[config.mk]
export PLATFORM = sky130hd
export DESIGN_NAME = llfb_fifo
export DESIGN_NICKNAME = d
export VERILOG_FILES = /design/src/sv/llfb_pkg.sv /design/src/sv/llfb_fifo.sv
export SDC_FILE = /design/constraint.sdc
export NUM_CORES = 1
export LEC_CHECK = 0
export CAP_MARGIN = 25
export CORE_UTILIZATION = 57
export DETAILED_ROUTE_END_ITERATION = 8
export DONT_BUFFER_PORTS = 1
export PLACE_DENSITY = 0.73
export SETUP_SLACK_MARGIN = 0.2
export SLEW_MARGIN = 20
export SYNTH_ARGS = -nofsm -noshare
export SYNTH_HDL_FRONTEND = slang
export SYNTH_SLANG_ARGS = --single-unit
[constraint.sdc]
create_clock -name i_clk -period 3.7 [get_ports i_clk]
set_clock_uncertainty 0.05 [all_clocks]
set_input_delay 0.74 -clock i_clk [delete_from_list [all_inputs] [get_ports i_clk]]
set_output_delay 0.74 -clock i_clk [all_outputs]
set_load 0.005 [all_outputs]
[src/sv/llfb_pkg.sv]
package llfb_pkg;

    // Sizing
    localparam int MAX_FRAMES  = 8;
    localparam int LINEAR_BITS = 16;
    localparam int CH_NUM      = 3;
    localparam int CFG_W       = 4;
    localparam int FC_W        = $clog2(MAX_FRAMES + 1);
    localparam int SUM_W       = LINEAR_BITS + $clog2(MAX_FRAMES);
    localparam int RECIP_W     = 32;
    localparam int PROD_W      = SUM_W + RECIP_W;
    localparam int FWD_DEPTH   = 256;
    localparam int INV_DEPTH   = 1 << LINEAR_BITS;
    localparam int FIFO_DEPTH  = 8;
    localparam int FIFO_AW     = $clog2(FIFO_DEPTH);
    localparam int PEND_W      = $clog2(FIFO_DEPTH + 1);

    localparam logic [LINEAR_BITS-1:0] LIN_MAX      = {LINEAR_BITS{1'b1}};
    localparam logic [7:0]             ALPHA_OPAQUE = 8'hff;

    // Request kinds carried on tuser
    localparam logic [1:0] ACT_BLEND  = 2'd0;
    localparam logic [1:0] ACT_FWD_WR = 2'd1;
    localparam logic [1:0] ACT_INV_WR = 2'd2;

    // Table write broadcast
    typedef struct packed {
        logic        fwd_en;
        logic        inv_en;
        logic [15:0] addr;
        logic [15:0] data;
    } t_tbl_wr;

    // What one frame lane found
    typedef struct packed {
        logic                                on;
        logic                                match;
        logic [CH_NUM-1:0][LINEAR_BITS-1:0]  lin;
    } t_lane_out;

    // Per-request control traveling beside the lanes
    typedef struct packed {
        logic               valid;
        logic               pass;
        logic [RECIP_W-1:0] recip;
        logic [31:0]        pix0;
    } t_blend_ctl;

    // Finished result
    typedef struct packed {
        logic [31:0] pixel;
        logic        is_static;
    } t_out;

    typedef struct packed {
        logic valid;
        t_out data;
    } t_result;

    // ceil(2^32 / n) for the blend divide
    function automatic logic [RECIP_W-1:0] recip_of(input logic [FC_W-1:0] n);
        logic [RECIP_W-1:0] r;
        case (n)
            FC_W'(2): r = 32'h8000_0000;
            FC_W'(3): r = 32'h5555_5556;
            FC_W'(4): r = 32'h4000_0000;
            FC_W'(5): r = 32'h3333_3334;
            FC_W'(6): r = 32'h2aaa_aaab;
            FC_W'(7): r = 32'h2492_4925;
            FC_W'(8): r = 32'h2000_0000;
            default:  r = '0;
        endcase
        return r;
    endfunction

endpackage

[src/sv/llfb_fifo.sv]
module llfb_fifo (
    input  logic           i_clk,
    input  logic           i_rst_n,
    input  logic           i_push,
    input  llfb_pkg::t_out i_data,
    input  logic           i_pop,
    output logic           o_valid,
    output llfb_pkg::t_out o_data
);
    import llfb_pkg::*;

    t_out               r_mem [FIFO_DEPTH];
    logic [FIFO_AW-1:0] r_wr_ptr;
    logic [FIFO_AW-1:0] r_rd_ptr;
    logic [PEND_W-1:0]  r_count;
    logic [FIFO_AW-1:0] n_wr_ptr;
    logic [FIFO_AW-1:0] n_rd_ptr;
    logic [PEND_W-1:0]  n_count;
    logic               w_pop;

    assign w_pop = i_pop && (r_count != '0);

    // Advance pointers with wrap at the queue depth
    always_comb begin
        n_wr_ptr = r_wr_ptr;
        n_rd_ptr = r_rd_ptr;
        n_count  = r_count;
        if (i_push) begin
            n_wr_ptr = (r_wr_ptr == FIFO_AW'(FIFO_DEPTH - 1)) ? '0 : r_wr_ptr + 1'b1;
        end
        if (w_pop) begin
            n_rd_ptr = (r_rd_ptr == FIFO_AW'(FIFO_DEPTH - 1)) ? '0 : r_rd_ptr + 1'b1;
        end
        if (i_push && !w_pop) begin
            n_count = r_count + 1'b1;
        end else if (!i_push && w_pop) begin
            n_count = r_count - 1'b1;
        end
    end

    always_ff @(posedge i_clk) begin
        if (!i_rst_n) begin
            r_wr_ptr <= '0;
            r_rd_ptr <= '0;
            r_count  <= '0;
        end else begin
            r_wr_ptr <= n_wr_ptr;
            r_rd_ptr <= n_rd_ptr;
            r_count  <= n_count;
        end
    end

    // Store results
    always_ff @(posedge i_clk) begin
        if (i_push) begin
            r_mem[r_wr_ptr] <= i_data;
        end
    end

    assign o_valid = (r_count != '0);
    assign o_data  = r_mem[r_rd_ptr];

endmodule

==> out/metrics.cfg, run 1 <==
[global_route]
grtUsageTotal_pct=19.99
antenna_found_initial=0
grt_pass1_wl_um=28320
grt-ovfl-total=0
grt_max_degree=43
grt_pass1_vias=4827

[clock_tree]
clk_latency_ns=0.51
clock_sinks=277
htreeDepth=1
ctsLongestPathBuffers=3
cts_hold_buffers=0
post_cts_buffers=0
cts_tree=done
numCtsBuffers=27
ctsResizeCount=0
cts-root-buf=clkbuf_16
clkTransAtPathRegs_ns=0.06

[cells_and_area]
regArea_um2=8197
multi_input_area_um2=2330
area_growth_syn_to_layout_pct=11.85
fin_nets=525
final_common_cell=edfxtp_1
final_cell_mix=edfxtp_1 (264), mux4_2 (60), mux2_2 (33), clkbuf_16 (28), buf_4 (15)
fill_cells=1121
drive_gt1_share_pct=32.06
final_cells=728
antenna_cells=0

[routing]
wl_um=18080
vias=4482
ant_nets=0
drtIter0Drc=322
firstDrtPassIters=7
vias_per_cell=6.157
avgRoutedWirePerCell_um=24.84
drc=13

[worst_setup_path]
r2r_end=r_count[3]
crit_buf_inv=1
arrival_ns=2.37
rr_worst_depth=9
crit_type=reg -> out
path_cells=buf_4 > mux4_1 > mux2_2
cp-end-kind=output pin
crit_cells=3
worstPathRequired_ns=2.91
max_stage_delay_ns=0.63
worstPathMaxFanout=22
r2r_setup_slack_ns=1.10
crit_path_start_kind=flop
crit_slowest_cell=dfxtp_4
r2r-start=r_count[1]
crit_family=multiplexers

[pwr]
swShare_pct=21.96
power_frac_seq_pct=50.7
pwr-share-clk_pct=36.2
ir_worst_vdd_uv=483.2
p_comb_share_pct=13.1
power.internal_uw=5626
power_switching_uw=1583
powerDensity_nw_per_um2=609.4
p_leak_uw=0.003678

[flow_run]
drv_cap=0

[place]
place_inst=680
port_buffers=0
dp_hpwl_um=10490
gp_congestion=0.6980
post-place-ws_ns=1.038

[status]
violations=DRC
status=finished with violations

[sta]
relSlewSlack_pct=51.19
final.period_utilization_pct=85.32
setup_viol=0
hold_viol=0
fmax_mhz=316.8
worst_pin_slew_ns=0.7298
worst_slack_ns=0.5431
fin_setup_tns_ns=0
slew_violations=0
rsz0062_at_grt=no
period_needed_ns=3.157

[yosys]
synthesis.area_um2=10580
synth_top_area_share_pct=74.96
avgSynthCellArea_um2=23.30
yosysSeqAreaShare_pct=77.42
synth_cell_type_count=30
synthTopCellsByArea=edfxtp_1 (75%), mux4_2 (13%), mux2_2 (3.5%)
synth.largest_area_cell=edfxtp_1
syn_nets=499
ys_seq_elements=277
syn_inst=454
ys_warn_count=0

[floorplan]
num_io_pins=71
die_w_um=138.2
coreArea_um2=18090
die-area_um2=19100
die_y_um=138.2
num_rows=49
start_util_pct=58.48

[worst_hold_path]
min-delay-start=i_data[11]
hold_class=in -> reg
holdPathStages=0
min_to=r_mem[1][11]

-- per-stage QoR --
| stage | util [%] | area [um^2] | hold WS (ns) | total power [uW] |
|---|---|---|---|---|
| global route | 65.41 | 11830 | 0.2428 | 7475 |
| CTS | 65.41 | 11830 | 0.2468 | 7284 |
| finish | 65.41 | 11830 | 0.2647 | 7209 |
| floorplan | - | 10590 | 0.3904 | 4494 |
| global placement | 60.67 | 10970 | 0.4011 | 4656 |
| detailed placement | 60.67 | 10970 | 0.4159 | 4683 |
-- metal layers --
layer  track usage [%]  vias up  part of all wire, %  routed length [um]
li1                  -     1964                    -                   -
met1             26.04     2380                   41                7453
met2             34.02      108                   51                9180
met3             5.265       30                  6.0                1087
met4             4.967        0                  2.0                 361
met5                 0        -                    0                   0
-- power by group through the flow --
stage / Combinational [uW] / Sequential [uW] / Clock (uW)
after global placement: 936 / 3720 / 0
final: 941 / 3660 / 2610
after detailed placement: 956 / 3730 / 0
after CTS: 961 / 3660 / 2660
after floorplan: 866 / 3630 / 0
after global routing: 1020 / 3670 / 2780
-- state kept, by name, indices dropped and copies added, names as in the netlist, named ones only --
name and count:
r_mem 264, r_wr_ptr 3, r_count 4, r_rd_ptr 3
-- layout make-up --
type,instances,area share (%)
Tap cell,229,2.422
Clock buffer,34,6.198
Sequential cell,277,69.29
Timing Repair Buffer,17,1.290
Clock inverter,14,1.047
Inverter,2,0.06346
Multi-Input combinational cell,155,19.69
-- synthesized netlist by cell type --
cell type / count
a211oi_1: 1
a21boi_1: 3
a21oi_1: 1
a31oi_1: 1
and2_1: 4
buf_1: 1
buf_2: 5
buf_6: 5
clkbuf_1: 9
dfxtp_1: 13
edfxtp_1: 264
fa_1: 1
ha_1: 7
inv_1: 2
mux2_2: 33
mux2i_1: 3
mux4_1: 6
mux4_2: 60
nand2_1: 10
nand2b_1: 4
nand3_1: 2
nand4b_1: 1
nor2_1: 7
nor2b_1: 2
nor3_1: 2
o21ai_0: 2
o22ai_1: 1
or3_1: 1
or4_1: 1
xnor2_1: 2
-- logic make-up after synthesis --
family / share of synthesized area, %
DFF: 77.42
muxes: 18.06
and+or+nand+nor: 1.597
buffers and inverters: 1.195
AOI/OAI and AO/OA: 0.5442
adders and majority gates: 1.017
xor gates and xnor gates: 0.1657
-- how the worst max path moves through the flow --
| stage | end | start | slack [ns] |
|---|---|---|---|
| after floorplan | r_mem[2][0] | i_push | 0.97 |
| after global routing | o_data[2] | flop | 0.40 |
| after CTS | o_data[2] | flop | 0.47 |
| final | o_data[2] | flop | 0.54 |
| after detailed placement | o_data[2] | flop | 1.04 |
| after global placement | o_data[2] | flop | 1.03 |
Note: power is estimated with default switching activity, not from simulation.
==> run 2: changes to the inputs <==
--- a/config.mk
+++ b/config.mk
@@ -9,7 +9,7 @@
 export CORE_UTILIZATION = 57
 export DETAILED_ROUTE_END_ITERATION = 8
 export DONT_BUFFER_PORTS = 1
-export PLACE_DENSITY = 0.73
+export PLACE_DENSITY = 0.8
 export SETUP_SLACK_MARGIN = 0.2
 export SLEW_MARGIN = 20
 export SYNTH_ARGS = -nofsm -noshare
==> out/metrics.cfg, run 2 (synthesized netlist as in run 1, its figures left out) <==
[pwr]
ir_worst_vdd_uv=472.3  ; -2.3%
powerDensity_nw_per_um2=620.0  ; +1.7%
power_switching_uw=1599  ; +0.99%
p_leak_uw=0.003694  ; +0.45%
swShare_pct=21.70  ; -0.26 points
p_comb_share_pct=12.6  ; -0.5 points
power.total_uw=7369  ; +2.2%
power_frac_seq_pct=49.9  ; -0.8 points
power.internal_uw=5770  ; +2.6%
pwr-share-clk_pct=37.5  ; +1.3 points

[global_route]
grtUsageTotal_pct=20.30  ; +0.31 points
use_met3_pct=4.849  ; -0.42 points
grt_pass1_vias=4870  ; +0.89%
antenna_found_initial=0  ; unchanged
top_usage_layer=met2
grt-ovfl-total=0  ; unchanged
met2_usage_pct=34.51  ; +0.48 points
grt_pass1_wl_um=28530  ; +0.76%
grt.met1_usage_pct=26.17  ; +0.12 points
grt_max_degree=67  ; +56%

[cells_and_area]
final_cell_mix=edfxtp_1 (264), mux4_2 (60), mux2_2 (33), clkbuf_16 (27), buf_4 (14)
top_regs=r_mem x264, r_count x4
final_core_util_pct=65.72  ; +0.31 points
antenna_cells=0  ; unchanged
area_growth_syn_to_layout_pct=12.39
drive_gt1_share_pct=31.73  ; -0.34 points
regMostFlops=r_mem
final_cells=727  ; -0.14%
fin_nets=525  ; unchanged
final_common_cell=edfxtp_1
largest_reg_flops=264  ; unchanged

[floorplan]
start_util_pct=58.48  ; unchanged
die_w_um=138.2  ; unchanged
num_io_pins=71  ; unchanged
die_y_um=138.2  ; unchanged
num_rows=49  ; unchanged
coreArea_um2=18090  ; unchanged
die-area_um2=19100  ; unchanged

[routing]
drc=2  ; -11
ant_nets=0  ; unchanged
vias_per_cell=6.204  ; +0.76%
vias=4510  ; +0.62%
wl_um=18550  ; +2.6%
firstDrtPassIters=6  ; -1
drtIter0Drc=309  ; -4.0%
avgRoutedWirePerCell_um=25.52  ; +2.7%

[clock_tree]
cts-root-buf=clkbuf_16
cts_tree=done
clk_latency_ns=0.52  ; about the same
clkTransAtPathRegs_ns=0.07  ; about the same
htreeDepth=1  ; unchanged
numCtsBuffers=27  ; unchanged
post_cts_buffers=0  ; unchanged
clock_sinks=277  ; unchanged
ctsResizeCount=0  ; unchanged
ctsLongestPathBuffers=3  ; unchanged
cts_hold_buffers=0  ; unchanged

[worst_setup_path]
cp-end-kind=output pin
crit_path_start_kind=flop
arrival_ns=2.43  ; +0.06 ns
worstPathMaxFanout=23  ; +4.5%
crit_type=reg -> out
worstPathRequired_ns=2.91  ; about the same

[sta]
relSlewSlack_pct=34.63  ; -17 points
fmax_mhz=310.6  ; -1.9%
hold_viol=0  ; unchanged
rsz0062_at_grt=no
fin_setup_tns_ns=0  ; unchanged
final.period_utilization_pct=87.01  ; +1.7 points
period_needed_ns=3.220  ; +0.06265 ns
setup_viol=0  ; unchanged
worst_slack_ns=0.4805  ; -0.06265 ns
worst_pin_slew_ns=0.9805  ; +0.2508 ns
slew_violations=0  ; unchanged

[place]
place_inst=680  ; unchanged
gp_congestion=0.6923  ; -0.82%
port_buffers=0  ; unchanged
post-place-ws_ns=0.9453  ; -0.09235 ns
dp_hpwl_um=10450  ; -0.40%

[status]
violations=DRC
status=finished with violations

[worst_hold_path]
hold_class=in -> reg

[flow_run]
drv_cap=0  ; unchanged

## run 2: final cells by class
class / instances / area, um^2
inverter: 2 / 7.507
timing repair buffer: 17 / 165.2
tap: 229 / 286.5
clock inverter: 14 / 202.7
fill: 1121 / 6200
multi-input combinational: 155 / 2330
sequential: 277 / 8197
clock buffer: 33 / 698.2
## run 2: per-layer routing
metal  wire length (um)  up-vias
li1                   -     1959
met5                  0        -
met1               7419     2390
met3               1148       36
met4                470        0
met2               9512      125
## run 2: critical path: stages, from the launching register on
cell     delay, ns
dfxtp_4       0.64
buf_4         0.36
mux4_1        0.59
mux2_2        0.30
## run 2: final timing paths
kind	to	slack, ns	cells after the start	startpoint
setup reg to reg	r_count[3]	1.11	9	r_count[1]
hold reg to reg	flop	0.43	2	r_rd_ptr[1]
hold / removal	r_mem[5][22]	0.26	0	i_data[22]
setup / recovery	o_data[0]	0.48	3	flop
## run 2: power by group through the flow
stage	Clock [uW]	Sequential, uW	Combinational (uW)
4_1_cts	2810	3690	941
6_report	2760	3680	926
2_1_floorplan	0	3630	866
3_3_place_gp	0	3740	908
3_5_place_dp	0	3750	933
5_1_grt	2920	3700	999
## run 2: metrics by stage
stage	cell area (um^2)	hold slack, ns
6_report	11890	0.2569
5_1_grt	11890	0.2409
4_1_cts	11890	0.2394
3_5_place_dp	10990	0.4141
3_3_place_gp	10990	0.3971
2_1_floorplan	10590	0.3904
==> run 3: changes to the inputs <==
==> constraint.sdc (replaced) <==
create_clock -name i_clk -period 3.7 [get_ports i_clk]
set_clock_uncertainty 0.05 [all_clocks]
set_input_delay 0 -clock i_clk [delete_from_list [all_inputs] [get_ports i_clk]]
set_output_delay 0 -clock i_clk [all_outputs]
set_load 0.005 [all_outputs]
==> out/metrics.cfg, run 3 (synthesized netlist as in run 1, its figures left out) <==
[place]
port_buffers=0  ; unchanged
post-place-ws_ns=1.116  ; +0.1710 ns
gp_congestion=0.7074  ; +2.2%
dp_hpwl_um=10580  ; +1.3%
place_inst=677  ; -0.44%

[cells_and_area]
drive_gt1_share_pct=30.54  ; -1.2 points
multi_input_area_um2=2317  ; -0.54%
final_cells=767  ; +5.5%
top_regs=r_mem x264, r_count x4
largest_reg_flops=264  ; unchanged
fill_cells=1080  ; -3.7%
regMostFlops=r_mem
regArea_um2=8194  ; about the same
final_common_cell=edfxtp_1
area_growth_syn_to_layout_pct=15.79
fin_nets=561  ; +6.9%
final_cell_mix=edfxtp_1 (264), mux4_2 (60), dlygate4sd3_1 (37), mux2_2 (33), clkbuf_16 (29)

[worst_setup_path]
cp-end-kind=output pin
arrival_ns=2.71  ; +0.28 ns
path_cells=buf_4 > mux4_2 > mux2_2
worstPathMaxFanout=36  ; +57%
crit_family=multiplexers
crit_path_start_kind=flop
max_stage_delay_ns=0.82  ; +0.18 ns
worstPathRequired_ns=3.65  ; +0.74 ns
crit_slowest_cell=dfxtp_4
crit_type=reg -> out
crit_buf_inv=1  ; unchanged

[routing]
vias=4672  ; +3.6%
vias_per_cell=6.091  ; -1.8%
drc=4  ; +2
firstDrtPassIters=6  ; unchanged
ant_nets=0  ; unchanged
avgRoutedWirePerCell_um=26.10  ; +2.3%
drtIter0Drc=305  ; -1.3%
wl_um=20020  ; +7.9%

[clock_tree]
clk_latency_ns=0.53  ; about the same
post_cts_buffers=0  ; unchanged
ctsLongestPathBuffers=3  ; unchanged
clkTransAtPathRegs_ns=0.06  ; about the same
numCtsBuffers=28  ; +3.7%
clock_sinks=277  ; unchanged
ctsResizeCount=0  ; unchanged
cts_tree=done
cts-root-buf=clkbuf_16
htreeDepth=1  ; unchanged

[sta]
worst_slack_ns=0.9422  ; +0.4617 ns
worst_pin_slew_ns=0.8122  ; -0.1683 ns
rsz0062_at_grt=no
relSlewSlack_pct=45.72  ; +11 points
final.period_utilization_pct=74.54  ; -12 points
setup_viol=0  ; unchanged
fmax_mhz=362.6  ; +17%
period_needed_ns=2.758  ; -0.4617 ns
fin_setup_tns_ns=0  ; unchanged
slew_violations=0  ; unchanged
hold_viol=0  ; unchanged
whs_ns=0.03939  ; -0.2175 ns

[pwr]
powerDensity_nw_per_um2=614.8  ; -0.84%
ir_worst_vdd_uv=531.4  ; +13%
p_leak_uw=0.003866  ; +4.7%

[global_route]
grt_pass1_wl_um=30290  ; +6.2%
grt-ovfl-total=0  ; unchanged
grt_max_degree=37  ; -45%
grt_pass1_vias=5015  ; +3.0%
grtUsageTotal_pct=21.69  ; +1.4 points
antenna_found_initial=1  ; +1

[floorplan]
start_util_pct=58.48  ; unchanged
coreArea_um2=18090  ; unchanged
num_io_pins=71  ; unchanged
die_y_um=138.2  ; unchanged
num_rows=49  ; unchanged
die-area_um2=19100  ; unchanged
die_w_um=138.2  ; unchanged

[status]
status=finished with violations
violations=DRC

[flow_run]
drv_cap=0  ; unchanged

[worst_hold_path]
hold_class=in -> reg

[run 3: cell types whose count changed in the layout (fill, tap and decap cells not counted), moves of 2 or more]
cell,before,now
buf_12,3,1
clkbuf_1,6,4
clkbuf_16,27,29
clkinv_1,4,2
clkinv_2,1,7
dlygate4sd3_1,0,37
nor3_2,0,2
nor3_4,2,0
[run 3: repair_timing]
| action | CTS | global route |
|---|---|---|
| setup endpoints to repair | 0 | 0 |
| hold endpoints to repair | 281 | 0 |
| hold buffers | 37 | 0 |
[run 3: cell type report]
class / instances / area share, %
clock buffer: 33 / 6.048
clock inverter: 18 / 1.655
sequential: 277 / 66.91
timing repair buffer: 52 / 4.046
tap: 229 / 2.340
multi-input combinational: 155 / 18.92
inverter: 2 / 0.06130
antenna: 1 / 0.02043
[run 3: where the power goes]
part | switching (uW) | internal, uW | leakage [uW]
Clock | 1150 | 1710 | 0.000458
Combinational | 435 | 565 | 0.000902
Sequential | 139 | 3530 | 0.00251
Total | 1720 | 5810 | 0.00387
[run 3: routing by layer]
layer	global-route usage, %	vias up	routed length, um
li1	-	2036	-
met1	28.39	2445	7627
met2	37.38	161	10600
met3	4.226	30	1356
met4	6.505	0	430
met5	0	-	0
[run 3: path summary, 6_finish.rpt]
| kind | from | to | slack, ns | cells after the start |
|---|---|---|---|---|
| worst max-delay path | flop | o_data[10] | 0.94 | 3 |
| worst min register to register | r_rd_ptr[1] | flop | 0.43 | 2 |
| worst max register to register | r_count[1] | r_count[3] | 1.06 | 9 |
| worst min-delay path | i_push | r_mem[4][1] | 0.04 | 2 |
[run 3: metrics by stage]
stage | instance area, um^2 | utilization (%) | total power [uW]
2_1_floorplan | 10580 | - | 4495
3_3_place_gp | 10910 | 60.33 | 4629
3_5_place_dp | 10910 | 60.33 | 4671
4_1_cts | 12220 | 67.59 | 7576
5_1_grt | 12250 | 67.71 | 7779
6_report | 12250 | 67.71 | 7529
